<file path="src/xrng_pkg.sv">
// Shared types and constants for the xoshiro256** generator.
package xrng_pkg;

	localparam int unsigned WordW   = 64;
	localparam int unsigned HalfW   = 32;
	localparam int unsigned SeedW   = 32;
	localparam int unsigned FracW   = 53;
	localparam int unsigned NumWords = 4;
	localparam int unsigned IdxW    = 2;

	localparam logic [WordW-1:0] GOLDEN_STEP = 64'h9e37_79b9_7f4a_7c15;
	localparam logic [WordW-1:0] MIX_MUL_A   = 64'hbf58_476d_1ce4_e5b9;
	localparam logic [WordW-1:0] MIX_MUL_B   = 64'h94d0_49bb_1331_11eb;

	localparam logic MODE_DRAW   = 1'b0;
	localparam logic MODE_RESEED = 1'b1;

	localparam logic [IdxW-1:0] LAST_ROUND = IdxW'(NumWords - 1);

	typedef enum logic [3:0] {
		ST_IDLE,
		ST_ADD,
		ST_MA0,
		ST_MA1,
		ST_MA2,
		ST_MIX,
		ST_MB0,
		ST_MB1,
		ST_MB2,
		ST_STORE,
		ST_STEP,
		ST_OUT
	} state_t;

	typedef enum logic [3:0] {
		OP_NONE,
		OP_LOAD_IN,
		OP_LOAD_POS,
		OP_ADD,
		OP_MUL0,
		OP_MUL1,
		OP_MUL2,
		OP_MIX,
		OP_STORE,
		OP_STEP,
		OP_OUT
	} dp_op_t;

	typedef struct packed {
		dp_op_t          op;
		logic            mul_sel_b;
		logic [IdxW-1:0] word_idx;
	} dp_cmd_t;

endpackage

</file>
<file path="src/xrng_ctrl.sv">
// Sequencer for seeding, stepping and result handoff of the generator.
module xrng_ctrl (
	input  logic              clk,
	input  logic              arst_n,
	input  logic              in_valid,
	output logic              in_ready,
	input  logic              mode,
	output logic              out_valid,
	input  logic              out_ready,
	output xrng_pkg::dp_cmd_t cmd
);
	import xrng_pkg::*;

	state_t          state_q;
	state_t          state_next;
	logic [IdxW-1:0] round_q;
	logic            seeded_q;
	logic            draw_pending_q;
	logic            out_valid_q;
	logic            out_free;

	assign out_free  = !out_valid_q || out_ready;
	assign in_ready  = (state_q == ST_IDLE);
	assign out_valid = out_valid_q;

	always_comb begin
		state_next = state_q;
		case (state_q)
			ST_IDLE: begin
				if (in_valid) begin
					if (mode == MODE_DRAW && seeded_q) begin
						state_next = ST_OUT;
					end else begin
						state_next = ST_ADD;
					end
				end
			end
			ST_ADD:  state_next = ST_MA0;
			ST_MA0:  state_next = ST_MA1;
			ST_MA1:  state_next = ST_MA2;
			ST_MA2:  state_next = ST_MIX;
			ST_MIX:  state_next = ST_MB0;
			ST_MB0:  state_next = ST_MB1;
			ST_MB1:  state_next = ST_MB2;
			ST_MB2:  state_next = ST_STORE;
			ST_STORE: begin
				if (round_q == LAST_ROUND) begin
					state_next = draw_pending_q ? ST_STEP : ST_IDLE;
				end else begin
					state_next = ST_ADD;
				end
			end
			ST_STEP: state_next = ST_OUT;
			ST_OUT: begin
				if (out_free) begin
					state_next = ST_IDLE;
				end
			end
			default: state_next = ST_IDLE;
		endcase
	end

	always_comb begin
		cmd.op        = OP_NONE;
		cmd.mul_sel_b = 1'b0;
		cmd.word_idx  = round_q;
		case (state_q)
			ST_IDLE: begin
				if (in_valid) begin
					if (mode == MODE_RESEED) begin
						cmd.op = OP_LOAD_IN;
					end else if (seeded_q) begin
						cmd.op = OP_STEP;
					end else begin
						cmd.op = OP_LOAD_POS;
					end
				end
			end
			ST_ADD: cmd.op = OP_ADD;
			ST_MA0: cmd.op = OP_MUL0;
			ST_MA1: cmd.op = OP_MUL1;
			ST_MA2: cmd.op = OP_MUL2;
			ST_MIX: cmd.op = OP_MIX;
			ST_MB0: begin
				cmd.op        = OP_MUL0;
				cmd.mul_sel_b = 1'b1;
			end
			ST_MB1: begin
				cmd.op        = OP_MUL1;
				cmd.mul_sel_b = 1'b1;
			end
			ST_MB2: begin
				cmd.op        = OP_MUL2;
				cmd.mul_sel_b = 1'b1;
			end
			ST_STORE: cmd.op = OP_STORE;
			ST_STEP:  cmd.op = OP_STEP;
			ST_OUT: begin
				if (out_free) begin
					cmd.op = OP_OUT;
				end
			end
			default: cmd.op = OP_NONE;
		endcase
	end

	always_ff @(posedge clk or negedge arst_n) begin
		if (!arst_n) begin
			state_q        <= ST_IDLE;
			round_q        <= '0;
			seeded_q       <= 1'b0;
			draw_pending_q <= 1'b0;
			out_valid_q    <= 1'b0;
		end else begin
			state_q <= state_next;
			case (cmd.op)
				OP_LOAD_IN: begin
					round_q        <= '0;
					seeded_q       <= 1'b1;
					draw_pending_q <= 1'b0;
				end
				OP_LOAD_POS: begin
					round_q        <= '0;
					seeded_q       <= 1'b1;
					draw_pending_q <= 1'b1;
				end
				OP_STORE: round_q <= IdxW'(round_q + 1'b1);
				default: ;
			endcase
			if (cmd.op == OP_OUT) begin
				out_valid_q <= 1'b1;
			end else if (out_ready) begin
				out_valid_q <= 1'b0;
			end
		end
	end

endmodule

</file>
<file path="src/xrng_dp.sv">
// Datapath: seed expansion, shared multiplier, generator state and result register.
module xrng_dp (
	input  logic                               clk,
	input  logic                               arst_n,
	input  xrng_pkg::dp_cmd_t                  cmd,
	input  logic [xrng_pkg::SeedW-1:0]         seed_value,
	input  logic                               cfg_we,
	input  logic [xrng_pkg::SeedW-1:0]         cfg_data,
	output logic [xrng_pkg::WordW-1:0]         random_word,
	output logic [xrng_pkg::FracW-1:0]         unit_fraction
);
	import xrng_pkg::*;

	logic [SeedW-1:0]   power_on_seed_q;
	logic [WordW-1:0]   acc_q;
	logic [WordW-1:0]   z_q;
	logic [WordW-1:0]   prod_q;
	logic [WordW-1:0]   gen_q [NumWords];
	logic [WordW-1:0]   tmp_q;
	logic [WordW-1:0]   word_q;

	logic [WordW-1:0]   acc_next;
	logic [WordW-1:0]   mul_const;
	logic [HalfW-1:0]   mul_a;
	logic [HalfW-1:0]   mul_b;
	logic [WordW-1:0]   mul_p;
	logic [WordW-1:0]   s0_next;
	logic [WordW-1:0]   s1_next;
	logic [WordW-1:0]   s2_next;
	logic [WordW-1:0]   s3_xor;
	logic [WordW-1:0]   s1_times5;

	// The power-on seed register only matters until the first seeding.
	always_ff @(posedge clk or negedge arst_n) begin
		if (!arst_n) begin
			power_on_seed_q <= '0;
		end else if (cfg_we) begin
			power_on_seed_q <= cfg_data;
		end
	end

	assign acc_next = acc_q + GOLDEN_STEP;

	// One 32x32 multiplier forms the low 64 bits of a 64x64 product in three
	// passes: low*low, then the two cross terms folded into the upper half.
	assign mul_const = cmd.mul_sel_b ? MIX_MUL_B : MIX_MUL_A;
	assign mul_a     = (cmd.op == OP_MUL2) ? z_q[WordW-1:HalfW] : z_q[HalfW-1:0];
	assign mul_b     = (cmd.op == OP_MUL1) ? mul_const[WordW-1:HalfW]
	                                       : mul_const[HalfW-1:0];
	assign mul_p     = WordW'(mul_a) * WordW'(mul_b);

	assign s1_times5 = gen_q[1] + {gen_q[1][WordW-3:0], 2'b00};
	assign s2_next   = gen_q[2] ^ gen_q[0];
	assign s3_xor    = gen_q[3] ^ gen_q[1];
	assign s1_next   = gen_q[1] ^ s2_next;
	assign s0_next   = gen_q[0] ^ s3_xor;

	always_ff @(posedge clk) begin
		case (cmd.op)
			OP_LOAD_IN:  acc_q <= WordW'(seed_value);
			OP_LOAD_POS: acc_q <= WordW'(power_on_seed_q);
			OP_ADD: begin
				acc_q <= acc_next;
				z_q   <= acc_next ^ (acc_next >> 30);
			end
			OP_MUL0: prod_q <= mul_p;
			OP_MUL1, OP_MUL2: begin
				prod_q[WordW-1:HalfW] <= prod_q[WordW-1:HalfW] + mul_p[HalfW-1:0];
			end
			OP_MIX:   z_q <= prod_q ^ (prod_q >> 27);
			OP_STORE: gen_q[cmd.word_idx] <= prod_q ^ (prod_q >> 31);
			OP_STEP: begin
				tmp_q    <= {s1_times5[WordW-8:0], s1_times5[WordW-1:WordW-7]};
				gen_q[0] <= s0_next;
				gen_q[1] <= s1_next;
				gen_q[2] <= s2_next ^ {gen_q[1][WordW-18:0], 17'b0};
				gen_q[3] <= {s3_xor[WordW-46:0], s3_xor[WordW-1:WordW-45]};
			end
			OP_OUT: word_q <= tmp_q + {tmp_q[WordW-4:0], 3'b000};
			default: ;
		endcase
	end

	assign random_word   = word_q;
	assign unit_fraction = word_q[WordW-1:WordW-FracW];

endmodule

</file>
<file path="src/xoshiro256ss_random_generator.sv">
// Top level of the xoshiro256** random generator with SplitMix64 seeding.
//
// This block holds 256 bits of xoshiro256** state and serves one input
// transaction at a time. A transaction with mode set reseeds the state from
// seed_value by four chained SplitMix64 steps and produces no result; a
// transaction with mode clear draws the next value and produces one result
// transaction carrying the 64-bit output in random_word and its top 53 bits
// in unit_fraction. A draw that arrives before any seeding first seeds the
// state from the power-on seed register, written through the configuration
// channel (cfg_ready is always high); that register has no effect once the
// generator has been seeded, until the next reset. A draw on a seeded
// generator steps the state and then loads the result register, and the next
// transaction is accepted only after that. The seeding time is set by the
// single shared 32x32 multiplier, which builds each of the two 64-bit
// constant products per SplitMix step in three passes. A finished result
// waits in an output register, and the next input transaction is accepted
// while it waits; a draw stalls only if the previous result has still not
// been taken when the new one is ready.
module xoshiro256ss_random_generator (
	input  logic                           clk,
	input  logic                           arst_n,
	input  logic                           in_valid,
	output logic                           in_ready,
	input  logic                           mode,
	input  logic [xrng_pkg::SeedW-1:0]     seed_value,
	output logic                           out_valid,
	input  logic                           out_ready,
	output logic [xrng_pkg::WordW-1:0]     random_word,
	output logic [xrng_pkg::FracW-1:0]     unit_fraction,
	input  logic                           cfg_valid,
	output logic                           cfg_ready,
	input  logic [xrng_pkg::SeedW-1:0]     cfg_data
);
	import xrng_pkg::*;

	dp_cmd_t cmd;

	// The configuration register can be written in any cycle.
	assign cfg_ready = 1'b1;

	xrng_ctrl u_ctrl (
		.clk       (clk),
		.arst_n    (arst_n),
		.in_valid  (in_valid),
		.in_ready  (in_ready),
		.mode      (mode),
		.out_valid (out_valid),
		.out_ready (out_ready),
		.cmd       (cmd)
	);

	xrng_dp u_dp (
		.clk           (clk),
		.arst_n        (arst_n),
		.cmd           (cmd),
		.seed_value    (seed_value),
		.cfg_we        (cfg_valid & cfg_ready),
		.cfg_data      (cfg_data),
		.random_word   (random_word),
		.unit_fraction (unit_fraction)
	);

endmodule

</file>
<file path="config.mk">
export PLATFORM = sky130hd
export DESIGN_NAME = xoshiro256ss_random_generator
export DESIGN_NICKNAME = d
export VERILOG_FILES = /design/src/xrng_pkg.sv /design/src/xrng_ctrl.sv /design/src/xrng_dp.sv /design/src/xoshiro256ss_random_generator.sv
export SDC_FILE = /design/constraint.sdc
export NUM_CORES = 2
export LEC_CHECK = 0
export BUFFER_PORTS_ARGS = -buffer_cell sky130_fd_sc_hd__buf_2
export CORE_MARGIN = 3
export CORE_UTILIZATION = 47
export CTS_BUF_LIST = sky130_fd_sc_hd__clkbuf_4
export DETAILED_ROUTE_END_ITERATION = 10
export GPL_ROUTABILITY_DRIVEN = 0
export HOLD_SLACK_MARGIN = 0.02
export PLACE_DENSITY = 0.74
export SETUP_SLACK_MARGIN = 0.5
export SYNTH_ARGS = -nofsm -noshare
export SYNTH_HDL_FRONTEND = slang
export SYNTH_SLANG_ARGS = --single-unit
</file>
<file path="constraint.sdc">
create_clock -name clk -period 15.8 [get_ports clk]
set_input_delay 1.58 -clock clk [delete_from_list [all_inputs] [get_ports clk]]
set_output_delay 1.58 -clock clk [all_outputs]
set_load 0.005 [all_outputs]
</file>
==> flow_summary.ini <==
[status]
status = completed

[drt]
num_vias = 49900
totalWireLength_um = 201000
vias_per_cell = 5.83
wire_per_inst_um = 23.5
firstDrtPassIters = 6
drt-initial-drc-count = 5736
ant_nets = 0
drc_errors = 0

[sta]
setup_tns_ns = 0
worst_slew_pin_slew_ns = 1.30
finalCritPeriodShare_pct = 73.3
fmax_ghz = 0.0864
clock_skew_ns = 0.0808
rsz0062_at_grt = no
setup_violations = 0
setup_ws_ns = 4.22
max-slew-margin-rel_pct = 13.4
hold_viol = 0
drv_slew = 0
fin_crit_ns = 11.58

[worst_setup_path]
arrival_ns = 12.34
slowest_stage = ha_1
cp.required_ns = 16.56
critPathMaxFanout = 32
cp-end-kind = register
cpMostUsedCell = fa_1
slowest_delay_ns = 1.12
crit_type = register to register
cp-start-kind = register

[layout]
drive_gt1_share_pct = 8.96
nets = 7960
finalInstanceArea_mm2 = 0.0706
syn2layout_area_growth_pct = 6.93

[global_route]
grt_max_degree = 117
grt_pass1_vias = 51200
grt_usage_pct = 27.7
grt_pass1_wl_um = 307000
antenna_found_initial = 5
grt.overflow.total = 0

[synthesis]
yosysSeqAreaShare_pct = 27.7
syn-cell-area_mm2 = 0.0660
synth_ff_type = edfxtp_1
syn_area_per_cell_um2 = 10.3
synth.distinct_cells = 85
syn-num-nets = 7825
synth_edf_count = 576
syn_inst = 6440
yosys_warnings = 0
ys_async_sr_fraction_pct = 6.65
yosys_register_bits = 617

[clocking]
cts_tree = done
hold_buffers = 0
clk_pin_slew_worst_paths_ns = 0.07
clk-insertion-delay-late_ns = 1.07
post_cts_buffers = 0
cts.htree.levels = 4
clk_path_buf_depth = 3
clock_sinks = 617
cts_made_buffers = 155
cts_resized = 0
cts_root_buf = clkbuf_4

[placement]
placed_cell_area_mm2 = 0.0686
dpl_worst_slack_ns = 4.59
hpwl_um = 161000
place.port_buffers = 188

[hold_path]
min_path_type = register to register

[die]
core.rowCount = 136
die_w_um = 381
die_y_um = 381
boundaryPins = 190
die-area_mm2 = 0.145
fp.coreArea_mm2 = 0.139
start_util_pct = 47.7

[flow_run]
cap_violations = 0
-- critical path, delay by kind of cell (launching register included) --
family / cells / cell delay [ns]
adder cells (fa/ha/maj): 11 / 5.35
AO/OA/AOI/OAI: 11 / 2.94
AND/OR/NAND/NOR: 5 / 1.27
buffers and inverters: 6 / 0.68
flip-flops: 1 / 0.58
XOR/XNOR: 2 / 0.39
multiplexers: 1 / 0.09
-- metrics by stage --
stage,hold slack (ns),utilization [%],std cells
floorplan,0.433,-,6440
finish,0.467,51.0,8559
global placement,0.458,49.6,8281
detailed placement,0.461,49.6,8281
global route,0.484,51.0,8555
CTS,0.474,51.0,8548
-- state kept, by name, indices dropped and copies added, names as in the netlist --
signal	count
u_ctrl.round_q	2
u_dp.gen_q	256
u_dp.power_on_seed_q	32
u_dp.acc_q	64
u_ctrl.seeded_q	1
u_ctrl.out_valid	1
u_dp.tmp_q	64
u_dp.z_q	64
u_dp.random_word	64
u_ctrl.state_q	4
u_dp.prod_q	64
u_ctrl.draw_pending_q	1
-- cells by family after synthesis --
family	Yosys count	share of synthesized area, %
multiplexers	73	1.19
XOR/XNOR	676	9.04
adder cells (fa/ha/maj)	1316	34.3
flip-flops	617	27.7
AO/OA/AOI/OAI	1176	10.8
buffers and inverters	1255	7.44
AND/OR/NAND/NOR	1326	9.47
other	1	0.00568
-- cell usage in the layout, fill, tap and decap left out, types with 28 or more instances in the layout --
cell type,n
clkbuf_4,220
nand3_1,70
xnor2_1,375
a22oi_1,31
o21ai_0,402
a21oi_1,327
buf_2,188
nor3_1,46
fa_1,824
nor2_1,429
nand4_1,45
nor2b_1,46
and2_1,117
mux2_2,46
clkinv_1,32
inv_1,988
edfxtp_1,576
a211oi_1,30
a21o_1,139
nand2b_1,81
o21a_1,28
nand2_1,364
dfrtp_1,41
buf_4,51
ha_1,489
xor2_1,297
o21bai_1,38
a31oi_1,30
-- layout make-up --
type	count	area (um2)
antenna	11	27.5
clock buffer	220	1650
clock inverter	47	294
fill	12400	67900
inverter	994	3730
multi-input combinational	4568	42900
sequential	617	18300
tap	1863	2330
timing repair buffer	239	1320
-- synth_stat cells (all sizes together), types with 5 or more instances --
master     n  area share [%]
mux2      46            0.78
and3      24            0.23
o21a      28            0.32
o31ai     14            0.16
inv      990             5.6
nand2b    83            0.79
o2111ai    8            0.12
dfrtp     41             1.6
a31oi     30            0.28
a21oi    331             2.5
nor2b     46            0.44
o21ai    411             3.1
edfxtp   576              26
a211o      8            0.11
ha       491             9.3
or3       18            0.17
buf       72            0.72
nand4     45            0.43
a221oi    10            0.13
clkbuf   189             1.1
a21boi     5           0.057
nor2     433             2.5
o31a       5           0.066
a311oi     7           0.093
a2111oi    6           0.089
xor2     297             3.9
and2     118             1.1
or2       24            0.23
a22oi     31            0.35
a41oi      6           0.080
nor4       9           0.095
o211ai    20            0.23
nor3b      8           0.091
or4        8            0.10
and4      10            0.13
fa       824              25
a221o      7            0.11
mux2i     27            0.41
nand2    365             2.1
nand3     71            0.54
o21bai    38            0.43
nor3      48            0.37
xnor2    376             5.0
a211oi    30            0.34
a21o     139             1.6
-- layer usage --
metal | vias up | part of all wire (%) | global-route usage [%]
met3 | 752 | 12 | 8.78
li1 | 21600 | - | -
met4 | 2 | 6.9 | 15.5
met2 | 3264 | 44 | 42.4
met5 | - | 0.051 | 0
met1 | 24300 | 37 | 34.8
-- worst paths after layout --
kind	to	slack, ns	from	depth (start not counted)
setup / recovery	u_dp.prod_q[62]	4.22	u_ctrl.state_q[1]	36
hold reg to reg	u_dp.random_word[0]	0.47	u_dp.tmp_q[0]	0
min in group asynchronous	u_dp.power_on_seed_q[25]	0.69	arst_n	1
max in group asynchronous	u_ctrl.seeded_q	14.45	arst_n	1
setup reg to reg	u_dp.prod_q[62]	4.22	u_ctrl.state_q[1]	36
hold / removal	u_dp.random_word[0]	0.47	u_dp.tmp_q[0]	0
Power is not shown: default switching activity piles up to over one toggle a cycle in this logic, so the estimate is an artifact.
